**src/ssw_pkg.sv**
```systemverilog
// shared types and constants for the smbios structure walker
package ssw_pkg;

  // parse phase of the current structure
  typedef enum logic [1:0] {
    PH_HEADER    = 2'd0,
    PH_FORMATTED = 2'd1,
    PH_STRINGS   = 2'd2
  } phase_t;

  // walker state carried from one table byte to the next
  typedef struct packed {
    logic [15:0] byte_pos;
    logic [15:0] start_pos;
    phase_t      phase;
    logic [7:0]  fmt_len;
    logic [7:0]  held_type;
    logic [15:0] held_handle;
    logic        prev_zero;
    logic [15:0] seen;
    logic        stopped;
  } walk_state_t;

  // one structure record
  typedef struct packed {
    logic [15:0] index;
    logic [7:0]  stype;
    logic [15:0] handle;
    logic [15:0] length;
    logic [15:0] offset;
    logic        truncated;
  } walk_result_t;

  localparam logic [7:0]  HEADER_LEN      = 8'd4;
  localparam logic [15:0] MAX_STRUCT_RST  = 16'hFFFF;

  localparam walk_state_t WALK_RESET = '{
    byte_pos:    16'd0,
    start_pos:   16'd0,
    phase:       PH_HEADER,
    fmt_len:     8'd0,
    held_type:   8'd0,
    held_handle: 16'd0,
    prev_zero:   1'b0,
    seen:        16'd0,
    stopped:     1'b0
  };

endpackage

```
**src/ssw_step.sv**
```systemverilog
// next-state and record logic for one table byte
module ssw_step (
  input  ssw_pkg::walk_state_t  cur,
  input  logic [7:0]            table_byte,
  input  logic                  last_byte,
  input  logic [15:0]           max_structures,
  output ssw_pkg::walk_state_t  nxt,
  output ssw_pkg::walk_result_t res,
  output logic                  emit
);

  logic [15:0] pos;
  logic        done;

  assign pos = cur.byte_pos - cur.start_pos;

  always_comb begin
    nxt  = cur;
    res  = '0;
    emit = 1'b0;
    done = 1'b0;
    if (!cur.stopped) begin
      // count check at the first byte of each structure
      if (cur.phase == ssw_pkg::PH_HEADER && pos == 16'd0 &&
          cur.seen >= max_structures) begin
        nxt.stopped = 1'b1;
      end else begin
        unique case (cur.phase)
          ssw_pkg::PH_FORMATTED: begin
            if (({1'b0, pos} + 17'd1) >= {9'd0, cur.fmt_len}) begin
              nxt.phase     = ssw_pkg::PH_STRINGS;
              nxt.prev_zero = 1'b0;
            end
          end
          ssw_pkg::PH_STRINGS: begin
            // string set ends on two zero bytes in a row
            if (table_byte == 8'd0 && cur.prev_zero) begin
              done = 1'b1;
            end else begin
              nxt.prev_zero = (table_byte == 8'd0);
            end
          end
          default: begin
            // header bytes: type, length, handle low, handle high
            if (pos == 16'd0) begin
              nxt.held_type   = table_byte;
              nxt.held_handle = 16'd0;
              nxt.fmt_len     = ssw_pkg::HEADER_LEN;
            end else if (pos == 16'd1) begin
              nxt.fmt_len = (table_byte < ssw_pkg::HEADER_LEN) ? ssw_pkg::HEADER_LEN
                                                                : table_byte;
            end else if (pos == 16'd2) begin
              nxt.held_handle = {cur.held_handle[15:8], table_byte};
            end else begin
              nxt.held_handle = {table_byte, cur.held_handle[7:0]};
              nxt.phase       = (cur.fmt_len > ssw_pkg::HEADER_LEN) ?
                                ssw_pkg::PH_FORMATTED : ssw_pkg::PH_STRINGS;
              nxt.prev_zero   = 1'b0;
            end
          end
        endcase
        // structure complete or cut off by the table end
        if (done || last_byte) begin
          emit          = 1'b1;
          res.index     = cur.seen;
          res.stype     = nxt.held_type;
          res.handle    = nxt.held_handle;
          res.length    = pos + 16'd1;
          res.offset    = cur.start_pos;
          res.truncated = !done;
          nxt.seen        = cur.seen + 16'd1;
          nxt.phase       = ssw_pkg::PH_HEADER;
          nxt.start_pos   = cur.byte_pos + 16'd1;
          nxt.held_type   = 8'd0;
          nxt.held_handle = 16'd0;
          nxt.fmt_len     = 8'd0;
          nxt.prev_zero   = 1'b0;
        end
      end
    end
    nxt.byte_pos = cur.byte_pos + 16'd1;
    // table end restarts the walk
    if (last_byte) begin
      nxt = ssw_pkg::WALK_RESET;
    end
  end

endmodule

```
**src/smbios_structure_walker.sv**
```systemverilog
// smbios structure walker top level: byte intake, record register, count register
// record: a structure record is registered and appears in the cycle after the byte that completes it
// throughput: one table byte per cycle; the state update for each byte is a single
// combinational step into the walker registers, stalling only while the record
// register is full and not taken
// reset: synchronous active-low rst_n clears the walk state; max count resets to 65535
module smbios_structure_walker (
  input  logic        clk,
  input  logic        rst_n,
  input  logic        cfg_valid,
  output logic        cfg_ready,
  input  logic [15:0] cfg_max_structures,
  input  logic        in_valid,
  output logic        in_ready,
  input  logic [7:0]  in_table_byte,
  input  logic        in_last_byte,
  output logic        out_valid,
  input  logic        out_ready,
  output logic [15:0] out_struct_index,
  output logic [7:0]  out_struct_type,
  output logic [15:0] out_struct_handle,
  output logic [15:0] out_struct_length,
  output logic [15:0] out_struct_offset,
  output logic        out_truncated
);

  ssw_pkg::walk_state_t  state_r;
  ssw_pkg::walk_state_t  state_nxt;
  ssw_pkg::walk_result_t res_r;
  ssw_pkg::walk_result_t step_res;
  logic                  step_emit;
  logic                  out_valid_r;
  logic                  out_valid_nxt;
  logic [15:0]           max_r;
  logic                  in_accept;

  // count register, always writable
  assign cfg_ready = 1'b1;

  always_ff @(posedge clk) begin
    if (!rst_n) begin
      max_r <= ssw_pkg::MAX_STRUCT_RST;
    end else if (cfg_valid) begin
      max_r <= cfg_max_structures;
    end
  end

  // take a byte whenever the record register can make room
  assign in_ready  = !out_valid_r || out_ready;
  assign in_accept = in_valid && in_ready;

  ssw_step u_step (
    .cur            (state_r),
    .table_byte     (in_table_byte),
    .last_byte      (in_last_byte),
    .max_structures (max_r),
    .nxt            (state_nxt),
    .res            (step_res),
    .emit           (step_emit)
  );

  // walker state
  always_ff @(posedge clk) begin
    if (!rst_n) begin
      state_r <= ssw_pkg::WALK_RESET;
    end else if (in_accept) begin
      state_r <= state_nxt;
    end
  end

  // record register
  always_comb begin
    out_valid_nxt = out_valid_r;
    if (in_accept && step_emit) begin
      out_valid_nxt = 1'b1;
    end else if (out_ready) begin
      out_valid_nxt = 1'b0;
    end
  end

  always_ff @(posedge clk) begin
    if (!rst_n) begin
      out_valid_r <= 1'b0;
    end else begin
      out_valid_r <= out_valid_nxt;
    end
  end

  always_ff @(posedge clk) begin
    if (in_accept && step_emit) begin
      res_r <= step_res;
    end
  end

  assign out_valid         = out_valid_r;
  assign out_struct_index  = res_r.index;
  assign out_struct_type   = res_r.stype;
  assign out_struct_handle = res_r.handle;
  assign out_struct_length = res_r.length;
  assign out_struct_offset = res_r.offset;
  assign out_truncated     = res_r.truncated;

  // table end always restarts at offset zero
  a_restart: assert property (@(posedge clk) disable iff (!rst_n)
    (in_accept && in_last_byte) |=> (state_r.byte_pos == 16'd0 && !state_r.stopped))
    else $error("walk did not restart after table end");

  // a stopped walk yields no records
  a_stopped_quiet: assert property (@(posedge clk) disable iff (!rst_n)
    state_r.stopped |-> !step_emit)
    else $error("record produced after walk stopped");

  // record index follows the structure count
  a_index: assert property (@(posedge clk) disable iff (!rst_n)
    (in_accept && step_emit) |=> (out_valid && out_struct_index == $past(state_r.seen)))
    else $error("record index does not match structure count");

endmodule
```
**config.mk**
```make
export PLATFORM = sky130hd
export DESIGN_NAME = smbios_structure_walker
export DESIGN_NICKNAME = d
export VERILOG_FILES = /design/src/ssw_pkg.sv /design/src/ssw_step.sv /design/src/smbios_structure_walker.sv
export SDC_FILE = /design/constraint.sdc
export NUM_CORES = 1
export LEC_CHECK = 0
export ABC_CLOCK_PERIOD_IN_PS = 17300
export BUFFER_PORTS_ARGS = -buffer_cell sky130_fd_sc_hd__clkbuf_2
export CORE_MARGIN = 1
export CORE_UTILIZATION = 55
export CTS_CLUSTER_DIAMETER = 200
export DETAILED_ROUTE_END_ITERATION = 8
export PLACE_DENSITY = 0.84
export SYNTH_ARGS = -nofsm -noshare
export SYNTH_HDL_FRONTEND = slang
export SYNTH_SLANG_ARGS = --single-unit
```
**constraint.sdc**
```tcl
create_clock -name clk -period 17.3 [get_ports clk]
set_clock_uncertainty 0.15 [all_clocks]
set_input_delay 3.46 -clock clk [delete_from_list [all_inputs] [get_ports clk]]
set_output_delay 3.46 -clock clk [all_outputs]
set_load 0.02 [all_outputs]
```
==> impl_results.md, run 1 <==
- Status: finished clean
- Sw power: 0.0002730 W
- Drt total wl: approximately 22,000 µm
- Global placement routability congestion: 0.8890
- Crit start category: primary input
- Flop pwr share: 46.2%
- Nets: about 1,100
- Leading area contributor after synthesis: edfxtp_1
- Clock Latency Late Sink: 0.43 ns
- RSZ-0062 raised after global routing: false
- Top Ports: about 110
- GRT Total Usage: 25.41%
- TritonRoute pass-1 iters: 5
- Leak: around 4.3 nW
- Mapped Cells: around 1,000
- Port buffer count: 104
- Clock buffer depth: 2
- Sink Count: roughly 170
- Area contributors post-synth: edfxtp_1, dfxtp_1, ha_1, nand2_1, nor2_1
- Max Clock Freq: 133.2 MHz
- Initial antenna violation count: 0
- # diodes: 0
- Detailed placer's ending HPWL: ~15,000 µm
- Die area: 17,610 µm²
- #FFs+latches synth: around 170
- Core area: ~17,000 µm²
- Power, Total: between 0.0009 and 0.001 W
- CP endpoint kind: primary output
- Remaining global-route overflow: 0
- Fin crit period: approximately 7.5 ns
- DRC errors left: 0
- Worst-Margin Slew: slightly below 1 ns
- Primary FF master, synth: dfxtp_1
- Post-CTS Setup Bufs: 0
- WL per Instance: approximately 17 µm
- Clock transition at path regs: approximately 0.080 ns
- Syn avg cell area: 9.454 µm²
- Yosys top cell area share: 23.33%
- Worst min path class: flop to flop
- Hold_buf cts: 0
- Max Slew Vio Count: 0
- Yosys cell types: approximately 80
- Setup TNS: 0 ns
- Int Power: 0.0006992 W
- Total number of vias: roughly 7,600
- Die Y: approximately 130 µm
- H-tree levels: 4
- Vias in the first global route: ~7,200
- Peak VDD IR: between 70 and 80 µV
- Layout area overhead: 12.54%
- Post-route ant nets: 0
- Worst rel slew slack: between 30% and 40%
- Worst path required time: between 10 and 15 ns
- CTS tree: yes
- Post-Syn Area: around 9400 µm²
- Fill count: between 1,000 and 1,500
- Clock root cell: clkbuf_16
- DIE WIDTH: ~130 µm
- Clock share of power: 40.7%
- Switching Fraction: around 28%
- Combinational power share: 13.1%
- Via density: a little under 6
- CP max FO: 4
- Maximum number of pins on one net before global-route repair: 74
- PD cells: slightly above 90 nW/µm²
- First-pass GRT wire length: between 30,000 and 40,000 µm
- Row cnt: 47
- Num CTS Buffers: 17
- Layout cell share with drive strength beyond 1: 16.70%
- YS warnings: 0
- Seq/Total Area, Yosys: between 40% and 50%
- EDFF count, synth: 73
- Tcrit/Tclk final: 43.41%
- Post-Syn Nets: ~1,100
- Arr. time, crit path: between 3 and 4 ns
- Crit path kind: primary input to primary output
- Final setup violation count: 0
- # resized after CTS: 0
- Iter 0 DRT Violations: 508
- Starting density of the core: a little under three fifths
- Fin. Hold Viols: 0
- Post-synthesis async set-or-reset flop share: 0%
- Max cap viols: 0
## critical path, stage by stage
cell and delay (ns):
clkbuf_2 0.07, nand2b_1 0.19, clkbuf_2 0.18
## cell usage after synthesis, types with 9 or more instances
master and number:
a21boi_0 18, a21o_1 11, a21oi_1 44, a22o_1 27, a22oi_1 9, and2_1 9
and3_1 33, buf_2 13, buf_4 12, clkbuf_1 28, dfxtp_1 101, edfxtp_1 73
ha_1 48, inv_1 56, mux2i_1 18, nand2_1 122, nand2b_1 10, nand3_1 33
nand4_1 12, nor2_1 79, nor2b_1 14, nor3_1 26, o211ai_1 24, o21ai_0 16
or3_1 15, xnor2_1 23, xor2_1 20
## layer usage
layer | vias to the layer above | part of all wire (%) | track usage, %
met3 | 66 | 5.9 | 4.943
li1 | 3666 | - | -
met5 | - | 0 | 0
met1 | 3617 | 41 | 30.90
met4 | 0 | 4.1 | 12.52
met2 | 282 | 49 | 43.07
## cell type report
cell class                 count  area, µm²  area share (%)
multi-input combinational    704       4677           44.22
sequential                   174       4214           39.84
timing repair buffer         112      580.6           5.489
clock buffer                  18      450.4           4.259
tap                          220      275.3           2.603
inverter                      56      210.2           1.987
clock inverter                14      168.9           1.597
## stage by stage
step | hold slack, ns | util [%] | cell area [µm²] | instances | worst slack, ns
6_report | 0.3053 | 63.55 | 10580 | 1298 | 9.791
5_1_grt | 0.3367 | 63.55 | 10580 | 1298 | 9.765
4_1_cts | 0.3070 | 63.55 | 10580 | 1298 | 9.794
3_5_place_dp | 0.2992 | 59.83 | 9957 | 1266 | 9.791
3_3_place_gp | 0.2891 | 59.83 | 9957 | 1266 | 9.828
2_1_floorplan | 0.2807 | - | 9398 | 994 | 8.378
## worst paths after layout
path	start	endpoint	slack [ns]	depth (start not counted)
max	out_ready	in_ready	9.79	3
min	state_r[57]	state_r[57]	0.31	2
max reg2reg	state_r[68]	out_struct_index[2]	11.98	15
min reg2reg	state_r[57]	state_r[57]	0.31	2
## sequential cells by signal (all words and copies together), names as in the netlist
name               count
out_struct_index      16
out_struct_type        8
max_r                 16
out_truncated          1
out_struct_offset     16
state_r               84
out_struct_length     16
out_struct_handle     16
out_valid              1
## cell usage in the layout, fill, tap and decap left out, drive strengths merged, types with 8 or more instances in the layout
cell,instances
a21boi,21
a21o,11
a21oi,45
a22o,27
a22oi,10
and2,10
and3,33
buf,8
clkbuf,122
dfxtp,101
edfxtp,73
ha,48
inv,64
mux2i,18
nand2,123
nand2b,10
nand3,34
nand4,13
nor2,80
nor2b,14
nor3,28
o211ai,24
o21ai,20
or3,15
xnor2,24
xor2,22
## logic make-up (layout without fill, tap and decap cells)
group | after synthesis | after routing | synth area share, %
adder cells (fa/ha/maj) | 49 | 49 | 6.604
other | 1 | 1 | 0.03990
AND/OR/NAND/NOR | 395 | 395 | 21.38
flip-flops | 174 | 174 | 44.84
multiplexers | 19 | 19 | 2.037
XOR/XNOR | 46 | 46 | 4.527
buffers and inverters | 116 | 200 | 5.525
AO/OA/AOI/OAI | 194 | 194 | 15.04
## power groups by stage
stage / registers, W / logic (W) / clock network [W]
detailed placement: 0.000458 / 0.000126 / 0
finish: 0.000449 / 0.000128 / 0.000395
CTS: 0.000449 / 0.000127 / 0.000398
global placement: 0.000458 / 0.000124 / 0
floorplan: 0.000467 / 0.0000847 / 0
global route: 0.000450 / 0.000139 / 0.000414
(Power assumes the default switching activity.)
==> inputs of run 2 (changes only) <==
Settings changed: ABC_CLOCK_PERIOD_IN_PS 17300 to 7900.
Clock period 17.3 ns to 7.9 ns, I/O delays scaled along.
==> impl_results.md, run 2 (synthesized netlist as in run 1, its figures left out) <==
- Status: finished clean
- H-tree levels: 4 (unchanged)
- Global placement routability congestion: 0.8957 (+0.75%)
- Clock Latency Late Sink: 0.43 ns (about the same)
- Nets: 1,142 (-0.17%)
- TritonRoute pass-1 iters: 5 (unchanged)
- Starting density of the core: 56.47% (unchanged)
- Worst min path class: flop to flop
- Combinational power share: 13.4% (+0.3 points)
- WL per Instance: 17.15 µm (+1.2%)
- R2R setup slack: 2.54 ns (-9.44 ns)
- # resized after CTS: 0 (unchanged)
- DIE WIDTH: 132.7 µm (unchanged)
- Fin crit period: 5.359 ns
- Max reg flops: 84 (unchanged)
- PD cells: 197.6 nW/µm² (+110%)
- Switching Fraction: 27.39% (-0.69 points)
- Iter 0 DRT Violations: 596 (+17%)
- DRC errors left: 0 (unchanged)
- Worst path required time: 7.81 ns (-5.88 ns)
- Post-route ant nets: 0 (unchanged)
- Detailed placer's ending HPWL: 15,570 µm (+1.6%)
- Setup TNS: 0 ns (unchanged)
- CP endpoint kind: flop
- Worst path cell trace: inv_1 > ha_1 > fa_1 > nand2b_1 > a21oi_1 > o21bai_1 > o211ai_1 > xor2_1 > nor3_1 > nand4_1 > nand2_2 > nor2_4 > buf_4
- Inst Count DP: 1,264 (-0.16%)
- Num CTS Buffers: 17 (unchanged)
- Maximum number of pins on one net before global-route repair: 70 (-5.4%)
- Flop pwr share: 47.4% (+1.2 points)
- Total number of vias: 7,609 (-0.29%)
- Final instance area: 10,500 µm² (-0.71%)
- Arr. time, crit path: 5.27 ns (+1.37 ns)
- Die area: 17,610 µm² (unchanged)
- Hold_buf cts: 0 (unchanged)
- Hold Path Cell Cnt: 2 (unchanged)
- Peak VDD IR: 159.6 µV (+110%)
- Max Slew Vio Count: 0 (unchanged)
- Max Clock Freq: 186.6 MHz
- Drt total wl: 22,220 µm (+1.0%)
- CP max FO: 46 (+42)
- Clock share of power: 39.2% (-1.5 points)
- Tcrit/Tclk final: about 68%
- Sw power: 0.0005683 W (+110%)
- GRT Total Usage: 26.18% (+0.77 points)
- Worst-Margin Slew: 0.9886 ns (+0.02261 ns)
- Worst Reg2Reg Path Length in Cells: 13 (-2)
- Layout Cells excl Fill: 1,296 (-0.15%)
- Fin. Hold Viols: 0 (unchanged)
- Via density: 5.871 (-0.13%)
- Worst rel slew slack: 33.90% (-1.7 points)
- Layout area overhead: 11.74%
- Die Y: 132.7 µm (unchanged)
- RSZ-0062 raised after global routing: false
- Slowest CP cell: nand4_1
- Remaining global-route overflow: 0 (unchanged)
- Clock transition at path regs: 0.07 ns (about the same)
- Post-CTS Setup Bufs: 0 (unchanged)
- Crit start category: flop
- Core area: 16,640 µm² (unchanged)
- Vias in the first global route: 7,384 (+2.3%)
- Initial antenna violation count: 0 (unchanged)
- Port buffer count: 104 (unchanged)
- Row cnt: 47 (unchanged)
- Reg with most FFs: state_r
- Commonest cells after routing, fill and taps aside: nand2_1, clkbuf_2, dfxtp_1, nor2_1, edfxtp_1
- Placement-stage cell area: 9942 µm² (-0.15%)
- # diodes: 0 (unchanged)
- Commonest non-fill, non-tap cell in the layout: nand2_1
- Sink Count: 174 (unchanged)
- CTS tree: yes
- Max incr delay on CP: 0.73 ns (+0.54 ns)
- Clock buffer depth: 2 (unchanged)
- Max cap viols: 0 (unchanged)
- Power, Total: 0.002075 W (+110%)
- Crit path kind: flop to flop
- Clock root cell: clkbuf_16
- Leak: 4.300 nW (-1.1%)
- Final setup violation count: 0 (unchanged)
- Layout cell share with drive strength beyond 1: 16.26% (-0.43 points)
- First-pass GRT wire length: 36,630 µm (+3.7%)
- Top Ports: 106 (unchanged)
- Int Power: 0.001506 W (+120%)
==> run 2: cell count changes in the layout (fill, tap and decap cells not counted), sizes merged <==
| cell | change |
|---|---|
| clkinvlp | +3 |
| inv | -4 |
| clkbuf | +3 |
| buf | -2 |
| clkinv | -2 |
==> run 2: through the flow <==
step	setup WS, ns	hold WS [ns]	utilization, %
final	2.541	0.3027	63.10
after global routing	2.229	0.3247	63.10
after CTS	2.573	0.3027	63.10
after detailed placement	2.616	0.2934	59.74
after global placement	2.856	0.2893	59.74
after floorplan	0.8582	0.2807	-
==> run 2: worst paths after layout <==
kind	startpoint	end
min reg2reg	state_r[57]	state_r[57]
min	state_r[57]	state_r[57]
max reg2reg	state_r[68]	out_struct_offset[7]
max	state_r[68]	out_struct_offset[7]
==> run 2: power by group through the flow <==
stage / registers (W) / logic, W / clock network [W]
after floorplan: 0.00102 / 0.000185 / 0
after global placement: 0.00100 / 0.000270 / 0
after detailed placement: 0.00100 / 0.000275 / 0
after CTS: 0.000983 / 0.000277 / 0.000819
after global routing: 0.000986 / 0.000304 / 0.000855
final: 0.000983 / 0.000279 / 0.000813
==> run 2: layout make-up <==
| cell class | instances | area, µm² |
|---|---|---|
| Multi-Input combinational cell | 704 | 4677 |
| Tap cell | 220 | 275.3 |
| Sequential cell | 174 | 4214 |
| Inverter | 56 | 210.2 |
| Fill cell | 1345 | 6141 |
| Clock buffer | 21 | 450.4 |
| Clock inverter | 11 | 108.9 |
| Timing Repair Buffer | 110 | 565.5 |
==> run 2: critical path, delay by kind of cell (launching register included) <==
family	cells	cell delay (ns)
AND/OR/NAND/NOR	5	1.94
buffers and inverters	2	0.73
adder cells (fa/ha/maj)	2	0.70
AO/OA/AOI/OAI	3	0.59
flip-flops	1	0.42
XOR/XNOR	1	0.38
==> run 2: per-layer routing <==
metal,GRT usage [%],share of wire (%)
met1,32.10,42
met4,10.98,3.1
met2,45.12,49
met3,4.904,5.3
met5,0,0
